File: src/design/segx_point.sv
// scaled offset along segment one, rounded, added to the start and saturated
module segx_point #(
	parameter int C    = 24,
	parameter int F    = 24,
	parameter int TM_W = 27
) (
	input  logic                clk,
	input  logic signed [C-1:0]    base,
	input  logic signed [C-1:0]    dir,
	input  logic signed [TM_W-1:0] t,
	input  logic                hit,
	output logic signed [C-1:0]    coord
);

	localparam int P_W = C + TM_W + 1;
	localparam int R_W = P_W - F;
	localparam int S_W = R_W + 1;
	localparam logic signed [P_W-1:0] HALF = {{(P_W-F){1'b0}}, 1'b1, {(F-1){1'b0}}};
	localparam logic signed [S_W-1:0] HI = S_W'(2**(C-1) - 1);
	localparam logic signed [S_W-1:0] LO = S_W'(-(2**(C-1)));

	logic signed [C+TM_W-1:0] prod_s1;
	logic signed [C-1:0]      base_s1, base_s2;
	logic                     hit_s1, hit_s2;
	logic signed [R_W-1:0]    rnd_s2;
	logic signed [P_W-1:0]    psum;
	logic signed [S_W-1:0]    sum;

	always_comb begin
		psum = P_W'(prod_s1) + HALF;
		sum  = S_W'(rnd_s2) + S_W'(base_s2);
	end

	always_ff @(posedge clk) begin
		prod_s1 <= dir * t;
		base_s1 <= base;
		hit_s1  <= hit;
		rnd_s2  <= signed'(psum[P_W-1:F]);
		base_s2 <= base_s1;
		hit_s2  <= hit_s1;
		if (!hit_s2) begin
			coord <= '0;
		end else if (sum > HI) begin
			coord <= HI[C-1:0];
		end else if (sum < LO) begin
			coord <= LO[C-1:0];
		end else begin
			coord <= sum[C-1:0];
		end
	end

endmodule

File: config.mk
export PLATFORM = sky130hd
export DESIGN_NAME = segx_point
export DESIGN_NICKNAME = d
export VERILOG_FILES = /design/src/design/segx_point.sv
export SDC_FILE = /design/constraint.sdc
export NUM_CORES = 2
export LEC_CHECK = 0
export ABC_AREA = 1
export BUFFER_PORTS_ARGS = -buffer_cell sky130_fd_sc_hd__buf_2
export CORE_ASPECT_RATIO = 0.7
export CORE_MARGIN = 5
export CORE_UTILIZATION = 60
export DETAILED_ROUTE_END_ITERATION = 16
export PLACE_DENSITY_LB_ADDON = 0.25
export SLEW_MARGIN = 20
export SYNTH_ARGS = -nofsm -noshare
export SYNTH_HDL_FRONTEND = slang
export SYNTH_SLANG_ARGS = --single-unit
File: constraint.sdc
create_clock -name clk -period 5.9 [get_ports clk]
set_input_delay 0.295 -clock clk [delete_from_list [all_inputs] [get_ports clk]]
set_output_delay 0.295 -clock clk [all_outputs]
set_load 0.01 [all_outputs]
Yosys cells after proc, flatten, opt, wreduce, memory -nomap -nowiden
Index checks and enable logic that the tools add are counted. W data, S select, Z words.

Add/sub/neg operators: 2. Multiply operators: 1. $lt $le $gt $ge: 2. Multiplexer cells: 2. Bitwise gates (word level): 1. Reductions and logical operators: 1.

Operators with widths (number): $add A51 B25 Y52 const B (1); $mul A24 B27 Y51 (1); $add A28 B24 Y29 (1); $gt A29 B24 Y1 const B (1); $lt A29 B24 Y1 const B (1); $mux W24 (1); $mux W23 (1); $reduce_or A2 Y1 (1); $not A1 Y1 (1).

Flip-flop bits (word level): 153. Input bits: 77. Output and inout port bits: 24. Logic and storage cells: 17.

Logic depth before layout (Yosys ltp)
Word-level depth: 4. Depth in mapped cells: 30. Gate-level depth less buffers: 28.

Worst setup path before layout
OpenSTA, ideal clock, no wires.

Path kind: in2reg. Start point: input port dir[7]. End point: register prod_s1[44]. Setup time: 72 ps. Data arrival time: 6328 ps. Required time: 5828 ps. Setup slack: -500 ps. Stages on the path: 23. Path buffers: 2. Cell sequence: clkbuf_1 -> clkbuf_1 -> nand2_1 -> inv_1 -> fa_1 -> inv_1 -> fa_1 -> inv_1 -> fa_1 -> inv_1 -> fa_1 -> fa_1 -> fa_1 -> fa_1 -> inv_1 -> ha_1 -> nand2_1 -> nor2_1 -> inv_1 -> nor4_1 -> nand4_1 -> o21ai_0 -> xor2_1.

Cells in the longest elaborated chain, start to end: 1.

RTL lines: from (decl) (line 9) `input logic signed [C-1:0] dir,`; $mul A24 B27 Y51 (line 35) `prod_s1 <= dir * t;`; to (signal assigned) (line 35); to (decl) (line 22) `logic signed [C+TM_W-1:0] prod_s1;`.

Every way passes these cells. A chain may end at the register's enable or synchronous reset.

Final worst setup path
Ends and elaborated chain as after synthesis.

==> impl_metrics.py <==
metrics = {
    "status": {
        "status": "finished with violations",
        "violations": "negative setup slack",
    },
    "yosys": {
        "syn_area_per_cell_um2": 8.08,
        "synth_xor_area_share_pct": 2.45,
        "synthCells": 3621,
        "ys_ff_latch": 130,
        "synthesis.nets": 4536,
        "netlist_top_cells_area": "fa_1 46%, inv_1 14%, nand2_1 11%",
        "synth_top_family_by_area": "adder cells",
        "seq_area_frac_synth_pct": 8.89,
        "synth-adder-area-share_pct": 53.1,
        "synth_ff_type": "dfxtp_1",
        "synth_compound_area_share_pct": 3.73,
        "ys_types": 43,
        "synthArstFlopShare_pct": 0,
        "synth_top_area_share_pct": 46.0,
        "synth_edf_count": 0,
        "synth_simple_gate_area_share_pct": 16.1,
        "ys_warn_count": 0,
        "yosysTopAreaCell": "fa_1",
        "netlist_area_um2": 29300,
        "synthMuxAreaShare_pct": 0,
    },
    "clock_network": {
        "insertion_delay_ns": 0.42,
        "htreeDepth": 4,
        "clock-sinks": 130,
        "cts_buffer_depth": 2,
        "clk_pin_slew_ns": 0.06,
        "clock-root-buffer": "clkbuf_16",
        "tritoncts": "built",
        "cts_buffers": 17,
    },
    "critical_path": {
        "critPathKind": "input pin to register",
        "critPathLaunchType": "input pin",
        "path_max_fanout": 6,
        "r2r_slack_ns": 3.21,
        "crit_path_frequent_cell": "fa_1",
        "slowest_delay_ns": 0.56,
        "end_kind": "register",
        "cp_slowest_cell": "fa_1",
        "arrival_ns": 6.31,
        "path_delay_family": "adder cells",
        "path_buf_inv": 10,
        "cp_data_required_time_ns": 6.24,
    },
    "detailed_routing": {
        "avgRoutedWirePerCell_um": 16.7,
        "vias": 23648,
        "dr.pass1.iters": 6,
        "drtAntennaViolNets": 0,
        "first_iter_violations": 1957,
        "via_per_inst": 5.06,
        "route.detailed.drc": 0,
        "totalWireLength_um": 78100,
    },
    "grt": {
        "grt_pass1_vias": 24771,
        "grt.total_usage_pct": 29.7,
        "antenna_found_initial": 1,
        "grt_max_degree": 23,
        "gr-total-overflow": 0,
        "grt_first_pass_wirelength_um": 128000,
    },
    "floorplanning": {
        "die_w_um": 274,
        "start_util_pct": 60.9,
        "die_y_um": 195,
        "io_pins": 101,
        "fp.coreArea_um2": 48000,
        "fp-row-count": 67,
        "die_area_um2": 53400,
    },
    "placement": {
        "portBuffers": 100,
        "dpl.hpwl_um": 66600,
        "place_congestion": 0.975,
    },
    "timing": {
        "fin_ws_ns": -0.0676,
        "slew_headroom_pct": 54.4,
        "fin_skew_ns": 0.0133,
        "worst_hold_slack_ns": 0.0299,
        "finalSetupViolCount": 2,
        "clock.fmax_mhz": 168,
        "timing.final.crit_share_pct": 101,
        "final_hold_viol_count": 0,
        "grt_setup_unrepaired": "true",
        "fin_crit_ns": 5.97,
        "final_max_slew_viol_count": 0,
        "worst_pin_slew_ns": 0.679,
    },
    "finish": {
        "final_nets": 4916,
        "final_common_cell": "inv_1",
        "drive_gt1_share_pct": 17.5,
        "area_growth_pct": 19.5,
        "final_cell_mix": "1078 x inv_1, 881 x nand2_1, 654 x fa_1",
    },
    "hold_path": {
        "hp-class": "input pin to register",
    },
    "job": {
        "max-cap-violations": 0,
    },
}
-- cell type report --
class | instances | area (µm²)
inverter | 1097 | 4130
timing repair buffer | 488 | 4060
tap | 655 | 820
sequential | 130 | 2600
clock inverter | 15 | 194
antenna | 2 | 5.00
multi-input combinational | 2267 | 22700
fill | 3638 | 13100
clock buffer | 17 | 425
-- through the flow --
stage	TNS (ns)	instance area [µm²]	setup slack, ns	util [%]	std cells
2_1_floorplan	0	29400	0.00315	-	3621
3_3_place_gp	-12.00	33100	-0.661	68.9	4588
3_5_place_dp	-13.66	33100	-0.767	68.9	4588
4_1_cts	-0.0373	34000	-0.0373	70.9	4645
5_1_grt	-2.09	35000	-0.235	72.8	4670
6_report	-0.0873	35000	-0.0676	72.8	4671
-- worst paths after layout --
check                   start          end  cells past startpoint
setup / recovery       dir[7]  prod_s1[44]                     25
hold / removal        base[7]   base_s1[7]                      1
setup reg to reg  base_s2[23]    coord[10]                     12
hold reg to reg    base_s1[5]   base_s2[5]                      0
-- Yosys cell counts (38+ instances only) --
library cell / number
inv_1: 1094
nand2_1: 896
fa_1: 673
ha_1: 165
nor2_1: 133
dfxtp_1: 130
clkbuf_1: 121
a21oi_1: 97
nand3_1: 54
o21ai_0: 53
xor2_1: 42
xnor2_1: 38
-- kinds of logic after synthesis --
group / count (synthesis)
fa+ha+maj: 838
xor+xnor: 81
flops: 130
buf+inv: 1224
simple gates: 1154
compound gates: 194
-- state kept, by name, indices dropped and copies added, names as in the netlist --
name     cells
base_s1     24
hit_s1       1
rnd_s2      28
prod_s1     28
hit_s2       1
base_s2     24
coord       24
-- per-layer routing --
layer  up-vias  global-route usage (%)  routed length [µm]
met5         -                       0                   0
met4         0                    4.54                1390
met3       118                    5.82                7550
met2      1017                    45.8               34400
met1     11571                    45.1               34700
li1      10942                       -                   -
-- timing repair --
item                       CTS  global route
hold endpoints to repair    24             0
gates resized for setup     18           195
cloned                       0             3
setup endpoints to repair   21            28
pin swaps                    7            55
hold buffers                24             0
buffers inserted             1            21
Power is left out: the tool's default activity adds up to more than one toggle a clock period on the data nets, which glitch-free logic cannot reach.
