**src/design/segx_div_cell.sv**
```systemverilog
// one restoring division step for both quotients, passing its request on
module segx_div_cell #(
	parameter int DEN_W  = 49,
	parameter int QB     = 34,
	parameter int SIDE_W = 149
) (
	input  logic              clk,
	input  logic              arst_n,
	input  logic              in_valid,
	input  logic [DEN_W-1:0]  in_den,
	input  logic [DEN_W-1:0]  in_ra,
	input  logic [DEN_W-1:0]  in_rb,
	input  logic [QB-1:0]     in_nla,
	input  logic [QB-1:0]     in_nlb,
	input  logic [QB-1:0]     in_qa,
	input  logic [QB-1:0]     in_qb,
	input  logic [SIDE_W-1:0] in_side,
	output logic              out_valid,
	output logic [DEN_W-1:0]  out_den,
	output logic [DEN_W-1:0]  out_ra,
	output logic [DEN_W-1:0]  out_rb,
	output logic [QB-1:0]     out_nla,
	output logic [QB-1:0]     out_nlb,
	output logic [QB-1:0]     out_qa,
	output logic [QB-1:0]     out_qb,
	output logic [SIDE_W-1:0] out_side
);

	logic [DEN_W:0] rr_a, rr_b, dif_a, dif_b;
	logic           ge_a, ge_b;

	always_comb begin
		rr_a  = {in_ra, in_nla[QB-1]};
		rr_b  = {in_rb, in_nlb[QB-1]};
		dif_a = rr_a - {1'b0, in_den};
		dif_b = rr_b - {1'b0, in_den};
		ge_a  = rr_a >= {1'b0, in_den};
		ge_b  = rr_b >= {1'b0, in_den};
	end

	always_ff @(posedge clk or negedge arst_n) begin
		if (!arst_n) begin
			out_valid <= 1'b0;
		end else begin
			out_valid <= in_valid;
		end
	end

	always_ff @(posedge clk) begin
		out_den  <= in_den;
		out_ra   <= ge_a ? dif_a[DEN_W-1:0] : rr_a[DEN_W-1:0];
		out_rb   <= ge_b ? dif_b[DEN_W-1:0] : rr_b[DEN_W-1:0];
		out_nla  <= {in_nla[QB-2:0], 1'b0};
		out_nlb  <= {in_nlb[QB-2:0], 1'b0};
		out_qa   <= {in_qa[QB-2:0], ge_a};
		out_qb   <= {in_qb[QB-2:0], ge_b};
		out_side <= in_side;
	end

endmodule

```
**config.mk**
```make
export PLATFORM = sky130hd
export DESIGN_NAME = segx_div_cell
export DESIGN_NICKNAME = d
export VERILOG_FILES = /design/src/design/segx_div_cell.sv
export SDC_FILE = /design/constraint.sdc
export NUM_CORES = 1
export LEC_CHECK = 0
export BUFFER_PORTS_ARGS = -buffer_cell sky130_fd_sc_hd__buf_2
export CORE_AREA = 2 2 342 344
export DETAILED_ROUTE_END_ITERATION = 12
export DIE_AREA = 0 0 344 346
export SKIP_LAST_GASP = 1
export SLEW_MARGIN = 10
export SYNTH_ARGS = -nofsm -noshare
export SYNTH_HDL_FRONTEND = slang
export SYNTH_SLANG_ARGS = --single-unit
```
**constraint.sdc**
```tcl
create_clock -name clk -period 0.8 [get_ports clk]
set_input_delay 0.04 -clock clk [delete_from_list [all_inputs] [get_ports clk]]
set_output_delay 0.04 -clock clk [all_outputs]
set_load 0.01 [all_outputs]
```
# Word-level counts from Yosys, hierarchy flattened
# Cells that the tools add are included.
# classes
n_mux	2
addsub	2
magnitude_cmp	2
# op_table
op	count
$ge A50 B49 Y1	2
$mux W49	2
$sub A49 B49 Y49	2
# word_totals
elab_cells	15
ff_bits	431
in_bits	435
out_inout_bits	433

# Depth between registers and ports, before layout
# Gate-level depths: netlist (run 1).
# logic_depth
ltp_word	2
depth_mapped	17

# Worst setup path before layout (run 1)
# Ideal clock, no wire load.
# synth_path
path_kind	in2reg
from	input port in_nla[33]
to	register out_ra[41]
cell_stages	17
arrival_time_ps	2808
path_buffers	2
path_slack_ps	-2129
setup_time_ps	121
path_cell_list	inv_1 > ha_1 > inv_1 > fa_1 > a21o_2 > a31oi_1 > o21ai_2 > o211ai_1 > and4bb_4 > o31a_4 > o21ai_4 > a21oi_2 > o31a_4 > inv_4 > buf_8 > buf_12 > mux2_4
# synth_between
elab_chain_cells	2
elab_cells_between_ends	3
classes_between	add/sub (1); order compare (1); mux (1)
# synth_lines
element	line	text
start: declaration	13	input logic [QB-1:0] in_nla,
$ge A50 B49 Y1	37	ge_a = rr_a >= {1'b0, in_den};
net ge_a	30	logic ge_a, ge_b;
$mux W49	51	out_ra <= ge_a ? dif_a[DEN_W-1:0] : rr_a[DEN_W-1:0];
end signal: assignment	51	
end: declaration	20	output logic [DEN_W-1:0] out_ra,
# The timed path passes the listed nets, and every way through them passes these cells.

# Final worst setup path (run 1)
# layout_path
from	input port in_nla[33]
to	register out_ra[39]
# layout_between
elab_chain_cells	2
elab_cells_between_ends	3
classes_between	add/sub (1); order compare (1); mux (1)
# layout_lines
element	line
$sub A49 B49 Y49 / $ge A50 B49 Y1 (equally long branches)	35, 37
$mux W49 *	51
# Every way passes the cells marked *; elsewhere a longest branch is shown, timed or not.

==> out/qor.txt, run 1 <==
status: finished with violations
failing checks: negative hold slack, negative setup slack
H-tree Lvls: 2
die area: 119000 µm²
via count: 18855
height of the die: 346 µm
Final ANT Viol Nets: 0
most frequent cells in the layout: dlygate4sd3_1 (597), buf_2 (494), buf_4 (413)
gpl congestion: 0.892
crit-path cells: buf_12 -> inv_12 -> ha_4 -> inv_4 -> fa_2 -> a21o_4 -> a31oi_4 -> o21ai_4 -> o211ai_1 -> and4bb_4 -> o31a_4 -> o21ai_4 -> a21oi_4 -> o31a_4 -> inv_8 -> buf_6 -> buf_12 -> mux2_4
num rows: 125
Slew @ Worst Pin: 0.498 ns
critical path peak fanout: 8
most common cell after layout, fill and taps aside: dlygate4sd3_1
top post-synthesis cells by area: dfxtp_1 (56%), ha_1 (7.9%), a21oi_1 (4.3%)
Multi-input gate area: 7320 µm²
Die Wd: 344 µm
clk sinks: 431
Area Growth Syn to Fin: 142%
Slowest-stage cell, CP: fa_2
port bufs: 863
Pint: 51.6 mW
fmax: 398 MHz
element type at the critical path end: flop
Cell Pwr Density: 1980 nW/µm²
fin area: 37300 µm²
Worst slew margin: 66.4%
gr usage total: 20.0%
Ys Warns: 0
# IOs: 868
Starting DRT DRC Count: 657
Switching Fraction: 29.9%
Avg Vias per Cell: 3.79
min Tclk post-route: 2.51 ns
setup TNS: -308.86 ns
filler cell count: 11704
PnR Total Power: 73.7 mW
Clk pin slew, worst setup/hold paths: 0.06 ns
ys async rst share: 0.232%
leak pwr: 17.0 nW
register area share after synthesis: 56.0%
CP Launch Type: input pin
EDFF count, synth: 0
Largest stage delay, worst path: 0.39 ns
Unique masters post-synth: 75
placed cell areas: 24600 µm²
Routed WL per cell: 25.1 µm
largest net degree at the start of global routing: 17
vias in the first global route: 19584
layout cells sized above 1: 58.8%
Psw: 22.0 mW
Clock power frac: 37.1%
synthesized cell area: 15400 µm²
total CTS buffers: 57
CTS root buffer: clkbuf_16
Comb pwr share: 29.2%
worst path arrival time: 3.04 ns
Max VDD drop: 1.93 mV
grt ovf: 0
final worst setup slack: -1.71 ns
# DRC: 0
Min Hold Slack: -0.346 ns
Hold Crit Class: in -> reg
leading area contributor after synthesis: dfxtp_1
Setup-failing EPs final: 531
Avg Inst Size Synth: 10.9 µm²
FF/Latch Area: 9090 µm²
prevailing post-synth register cell: dfxtp_1
Core Footprint: 115000 µm²
count of final max-slew check failures: 0
clk buf depth: 3
number of synthesized register bits: 431
Hold Vio Cnt, Final: 9
drt total wl: 125000 µm
initial antenna violation count: 99
Reg power frac: 33.7%
RSZ-0062 raised after global routing: yes
Critical Path RT: 1.33 ns
period utilization: 314%
Pre-antenna DRT Iters: 5
Initial Util: 13.4%
hpwl dp: 99700 µm
post-synth top area share: 55.8%
global-route wire length before repair: 162000 µm
WS Path Type: in -> reg
CTS tree: done
max_cap viols: 0
dpl ws: -2.71 ns
Util after Layout: 32.3%
Final Net Count: 3894
Synth Instances: 1416
power groups by stage:
stage | Combinational [mW] | Clock [mW] | Sequential, mW
2_1_floorplan | 5.20 | 0 | 25.5
3_3_place_gp | 15.0 | 0 | 24.5
3_5_place_dp | 15.1 | 0 | 24.5
4_1_cts | 21.0 | 28.2 | 24.8
5_1_grt | 22.8 | 29.0 | 25.0
6_report | 21.5 | 27.3 | 24.9
critical path, delay by kind of cell:
kind / cells / cell delay (ns)
compound gates: 8 / 1.33
fa+ha+maj: 2 / 0.54
buf+inv: 6 / 0.49
mux: 1 / 0.29
simple gates: 1 / 0.32
kinds of logic after synthesis:
group           Yosys count  share of synthesized area (%)
compound gates          336                           13.9
fa+ha+maj               100                           8.21
simple gates            280                           8.79
buf+inv                 115                           3.28
xor+xnor                 90                           5.11
other cells               1                         0.0243
mux                      63                           4.72
flops                   431                           56.0
area by class of cell:
class / count / share of cell area, %
repair buffers: 1925 / 44.5
diodes: 39 / 0.262
multi-input cells: 871 / 19.6
flip-flops and latches: 431 / 24.4
inverters: 73 / 0.806
clock inverters: 34 / 1.05
clock buffers: 73 / 4.28
well taps: 1524 / 5.12
synthesized netlist by cell type (3+ instances only):
library cell  instances
dfxtp_1             430
a21oi_1             134
ha_1                 98
nand2_1              80
nor2_1               78
inv_1                72
xnor2_1              58
mux2_2               53
o21ai_0              51
a21o_1               38
xor2_1               32
nand3_1              22
nand4_1              22
clkbuf_1             18
o21bai_1             17
buf_2                14
nor3_1               14
nor2b_1              13
and3_1               12
a211oi_1             11
a31oi_1              11
o21a_1               11
nand2b_1             10
a41oi_1               9
and2_1                7
o211ai_1              7
a221o_1               6
mux2_4                6
a211o_1               5
buf_4                 5
and4_1                4
nor4_1                4
a21boi_0              3
a31o_2                3
mux2i_1               3
nand4b_1              3
nor3b_1               3
o22ai_1               3
path summary, 6_finish.rpt:
kind,from,endpoint,slack [ns],cells after the start
max,in_nla[33],out_ra[39],-1.71,18
min,in_ra[11],out_ra[12],-0.35,2
max in group asynchronous,arst_n,out_valid,0.48,3
min in group asynchronous,arst_n,out_valid,0.21,3
per-stage QoR:
stage          hold slack [ns]  instances
6_report                -0.346       4970
5_1_grt                 -0.375       4955
4_1_cts                 -0.532       4910
3_5_place_dp            -0.184       4162
3_3_place_gp            -0.185       4162
2_1_floorplan           -0.256       1417
what timing repair did:
action | CTS | global route
cloned | 10 | 0
pin swaps | 59 | 51
setup endpoints to repair | 531 | 531
setup buffers | 54 | 21
hold buffers | 582 | 16
endpoints found under the hold margin | 430 | 23
resized for setup | 1032 | 225
metal layers:
layer  track usage, %  part of all wire, %
met5                0                 0.22
met4             6.08                  3.8
met3             9.31                   11
met2             35.3                   49
met1             20.9                   36
flip-flops by register name, summed over array words and instances (netlist names):
signal / cells
out_valid: 1
out_qb: 34
out_den: 49
out_side: 149
out_ra: 49
out_qa: 34
out_nla: 33
out_rb: 49
out_nlb: 33
No activity file was read; power rests on OpenSTA's default activity.
==> run 2, diff against run 1 <==
--- a/config.mk
+++ b/config.mk
@@ -9,6 +9,7 @@
 export CORE_AREA = 2 2 342 344
 export DETAILED_ROUTE_END_ITERATION = 12
 export DIE_AREA = 0 0 344 346
+export HOLD_SLACK_MARGIN = 0.1
 export SKIP_LAST_GASP = 1
 export SLEW_MARGIN = 10
 export SYNTH_ARGS = -nofsm -noshare
==> constraint.sdc (replaced) <==
create_clock -name clk -period 0.8 [get_ports clk]
set_input_delay 0.08 -clock clk [delete_from_list [all_inputs] [get_ports clk]]
set_output_delay 0.08 -clock clk [all_outputs]
set_load 0.01 [all_outputs]
==> out/qor.txt, run 2 (synthesis results as in run 1) <==
number of flip-flops under the largest register name: 149
max_cap viols: 0
most common cell after layout, fill and taps aside: dlygate4sd3_1
Largest stage delay, worst path: 0.43 ns
min Tclk post-route: 2.64 ns
gr usage total: 20.0%
element type at the critical path end: flop
PnR Total Power: 73.5 mW
CP top delay family: compound AO/OA/AOI/OAI gates
largest net degree at the start of global routing: 18
placed cell areas: 24600 µm²
Avg Vias per Cell: 3.81
grt ovf: 0
global-route wire length before repair: 163000 µm
count of final max-slew check failures: 0
H-tree Lvls: 2
layout cells sized above 1: 57.4%
num rows: 125
Routed WL per cell: 25.0 µm
crit-path cells: buf_12 -> inv_12 -> ha_4 -> inv_2 -> fa_2 -> a21o_4 -> a31oi_4 -> o21ai_4 -> o211ai_1 -> and4bb_4 -> o31a_4 -> o21ai_4 -> a21oi_4 -> o31a_4 -> inv_12 -> clkbuf_16 -> mux2_2
Pre-antenna DRT Iters: 5
CTS root buffer: clkbuf_16
Clk pin slew, worst setup/hold paths: 0.06 ns
# DRC: 0
Starting DRT DRC Count: 604
Hold Crit Class: in -> reg
drt total wl: 125000 µm
height of the die: 346 µm
Cell Pwr Density: 1940 nW/µm²
register with the most flip-flops: out_side
period utilization: 330%
Final ANT Viol Nets: 0
hpwl dp: 99700 µm
fmax: 379 MHz
setup TNS: -334.24 ns
dpl ws: -2.74 ns
via count: 19138
clk sinks: 431
worst path arrival time: 3.19 ns
Max VDD drop: 1.68 mV
RSZ-0062 raised after global routing: yes
status: finished with violations
most frequent cells in the layout: dlygate4sd3_1 (670), buf_2 (497), buf_4 (408)
Worst Path Buf+Inv: 5
fin area: 37900 µm²
# IOs: 868
Slowest-stage cell, CP: o31a_4
port bufs: 863
die area: 119000 µm²
vias in the first global route: 19937
Critical Path RT: 1.35 ns
Initial Util: 13.4%
initial antenna violation count: 95
WS Path Type: in -> reg
critical path peak fanout: 6
failing checks: negative hold slack, negative setup slack
Final Net Count: 3953
Util after Layout: 32.8%
Die Wd: 344 µm
clk buf depth: 3
Min Hold Slack: -0.444 ns
Hold Vio Cnt, Final: 24
final worst setup slack: -1.84 ns
Setup-failing EPs final: 540
Area Growth Syn to Fin: 145%
CTS tree: done
CP Launch Type: input pin
gpl congestion: 0.892
leak pwr: 17.3 nW
total CTS buffers: 56
Core Footprint: 115000 µm²
## run 2: cell count changes in the layout (fill, tap and decap cells not counted), moves of 4 or more
| cell | change |
|---|---|
| dlygate4sd3_1 | +73 |
| buf_6 | -15 |
| mux2_4 | -7 |
| nor2_2 | +4 |
| buf_12 | -5 |
| nor2_4 | -4 |
| mux2_2 | +6 |
| diode_2 | -5 |
| buf_4 | -5 |
## run 2: per-stage QoR
step                cells  hold WS, ns
finish               5023       -0.444
global route         5011       -0.471
CTS                  4947       -0.498
detailed placement   4161       -0.144
global placement     4161       -0.145
floorplan            1417       -0.216
## run 2: path summary, 6_finish.rpt
path	depth (start not counted)	slack, ns	start	endpoint
worst max-delay path	17	-1.84	in_nla[33]	out_ra[22]
worst min-delay path	1	-0.44	in_den[1]	out_den[1]
max in group asynchronous	3	0.46	arst_n	out_valid
min in group asynchronous	3	0.24	arst_n	out_valid
## run 2: repair_timing
action | CTS | global route
setup buffers | 29 | 13
endpoints found under the hold margin | 430 | 54
gates resized for setup | 990 | 235
pin swaps | 45 | 46
setup endpoints to repair | 531 | 534
hold buffers | 645 | 28
gates cloned | 10 | 5
## run 2: metal layers
metal | wire length, µm | global-route usage (%) | part of all wire, %
met5 | 412 | 0.163 | 0.33
met4 | 5360 | 7.17 | 4.3
met3 | 14300 | 9.71 | 11
met2 | 61100 | 35.1 | 49
met1 | 44400 | 20.5 | 35
## run 2: cell type report
cell class	instances	area, µm²
clock buffer	70	1540
multi-input combinational	872	7350
fill	11696	77600
inverter	73	303
clock inverter	35	404
antenna	34	85.1
timing repair inverter	1	11.3
tap	1524	1910
timing repair buffer	1983	17200
sequential	431	9080
## run 2: power by group
part / switching [mW] / total, mW / internal [mW]
clock network: 11.6 / 27.0 / 15.5
logic: 9.57 / 21.6 / 12.0
registers: 1.03 / 24.9 / 23.8
==> run 3, diff against run 2 <==
--- a/config.mk
+++ b/config.mk
@@ -10,6 +10,7 @@
 export DETAILED_ROUTE_END_ITERATION = 12
 export DIE_AREA = 0 0 344 346
 export HOLD_SLACK_MARGIN = 0.1
+export MAX_ROUTING_LAYER = met4
 export SKIP_LAST_GASP = 1
 export SLEW_MARGIN = 10
 export SYNTH_ARGS = -nofsm -noshare
==> out/qor.txt, run 3 (synthesis results as in run 1) <==
status: finished with violations
failing checks: negative hold slack, negative setup slack
clk buf depth: 3
worst path arrival time: 3.09 ns
# DRC: 0
die area: 119000 µm²
largest net degree at the start of global routing: 23
Core Footprint: 115000 µm²
leak pwr: 17.2 nW
Max VDD drop: 1.78 mV
count of final max-slew check failures: 0
Worst slew margin: 63.5%
CTS root buffer: clkbuf_16
element type at the critical path end: flop
Avg Vias per Cell: 3.79
Pre-antenna DRT Iters: 5
Final ANT Viol Nets: 0
layout cells sized above 1: 56.8%
period utilization: 319%
most common cell after layout, fill and taps aside: dlygate4sd3_1
Final Net Count: 3932
WS Path Type: in -> reg
CTS tree: done
Multi-input gate area: 7300 µm²
drt total wl: 126000 µm
port bufs: 863
Slew @ Worst Pin: 0.542 ns
initial antenna violation count: 92
register with the most flip-flops: out_side
Die Wd: 344 µm
Area Growth Syn to Fin: 145%
CP top delay family: compound AO/OA/AOI/OAI gates
hpwl dp: 100000 µm
fmax: 392 MHz
critical path peak fanout: 6
Clk pin slew, worst setup/hold paths: 0.06 ns
Largest stage delay, worst path: 0.34 ns
crit-path cells: buf_12 -> inv_12 -> ha_4 -> inv_2 -> fa_2 -> a21o_4 -> a31oi_4 -> o21ai_4 -> o211ai_1 -> and4bb_4 -> o31a_4 -> o21ai_4 -> a21oi_4 -> o31a_4 -> inv_12 -> buf_12 -> mux2_4
Routed WL per cell: 25.2 µm
FF/Latch Area: 9090 µm²
Hold Crit Class: in -> reg
Starting DRT DRC Count: 634
number of flip-flops under the largest register name: 149
Min Hold Slack: -0.469 ns
Cell Pwr Density: 1980 nW/µm²
Worst Path Buf+Inv: 5
max_cap viols: 0
CP Launch Type: input pin
cell depth of the worst setup path: 17
RSZ-0062 raised after global routing: yes
global-route wire length before repair: 164000 µm
via count: 19022
most frequent cells in the layout: dlygate4sd3_1 (668), buf_2 (497), buf_4 (392)
height of the die: 346 µm
WHS Path Cells: 1
Setup-failing EPs final: 538
gpl congestion: 0.880
vias in the first global route: 19803
Util after Layout: 32.8%
# IOs: 868
clk sinks: 431
Critical Path RT: 1.34 ns
final worst setup slack: -1.75 ns
total CTS buffers: 57
Hold Vio Cnt, Final: 24
Slowest-stage cell, CP: fa_2
num rows: 125
min Tclk post-route: 2.55 ns
grt ovf: 0
filler cell count: 11798
Initial Util: 13.4%
gr usage total: 20.7%
H-tree Lvls: 2
Post-Layout Cell Count: 5025
DP Cell Count: 4151
[run 3: cell count changes in the layout (fill, tap and decap cells not counted), moves of 6 or more]
cell	delta
inv_1	+6
mux2_4	+10
nor2_4	+6
buf_4	-16
diode_2	+22
inv_2	-6
mux2_2	-9
clkinvlp_4	+7
clkinv_2	-7
[run 3: stage by stage]
stage | instance area, µm² | power, mW | setup TNS, ns | worst slack, ns
2_1_floorplan | 15600 | 30.7 | -183.21 | -2.00
5_1_grt | 37800 | 77.9 | -359.51 | -1.82
4_1_cts | 36300 | 74.4 | -356.22 | -1.79
3_3_place_gp | 24600 | 39.5 | -243.69 | -2.71
3_5_place_dp | 24600 | 39.6 | -246.92 | -2.75
6_report | 37800 | 74.8 | -335.39 | -1.75
[run 3: layout make-up]
cell class,instances,area share [%]
inverter,73,0.800
clock inverter,35,1.20
timing repair inverter,1,0.0298
tap,1524,5.04
clock buffer,72,4.21
multi-input combinational,871,19.3
timing repair buffer,1962,45.1
antenna,56,0.370
sequential,431,24.0
[run 3: power by group]
group | internal, mW | total, mW | switching (mW) | leakage [nW]
Combinational | 12.0 | 21.6 | 9.62 | 12.6
Sequential | 23.8 | 24.9 | 1.01 | 3.64
Clock | 16.5 | 28.3 | 11.7 | 0.973
Total | 52.4 | 74.8 | 22.4 | 17.2
[run 3: layer usage]
layer,GRT usage (%),routed length (µm)
met3,10.1,14400
met1,20.7,45600
met2,35.3,61600
met5,-,0
met4,6.27,4930
[run 3: path summary, 6_finish.rpt]
check / start / end / slack, ns
max: in_nla[33] / out_ra[31] / -1.75
min: in_den[9] / out_den[9] / -0.47
max in group asynchronous: arst_n / out_valid / 0.46
min in group asynchronous: arst_n / out_valid / 0.24
[run 3: timing repair]
item                                    4_1_cts  5_1_grt
gates resized for setup                     964      247
pin swaps                                    31       51
hold endpoints to repair                    430       52
hold buffers                                648       21
buffers inserted                             22       14
endpoints found under the setup margin      531      532
cloned                                        8        8
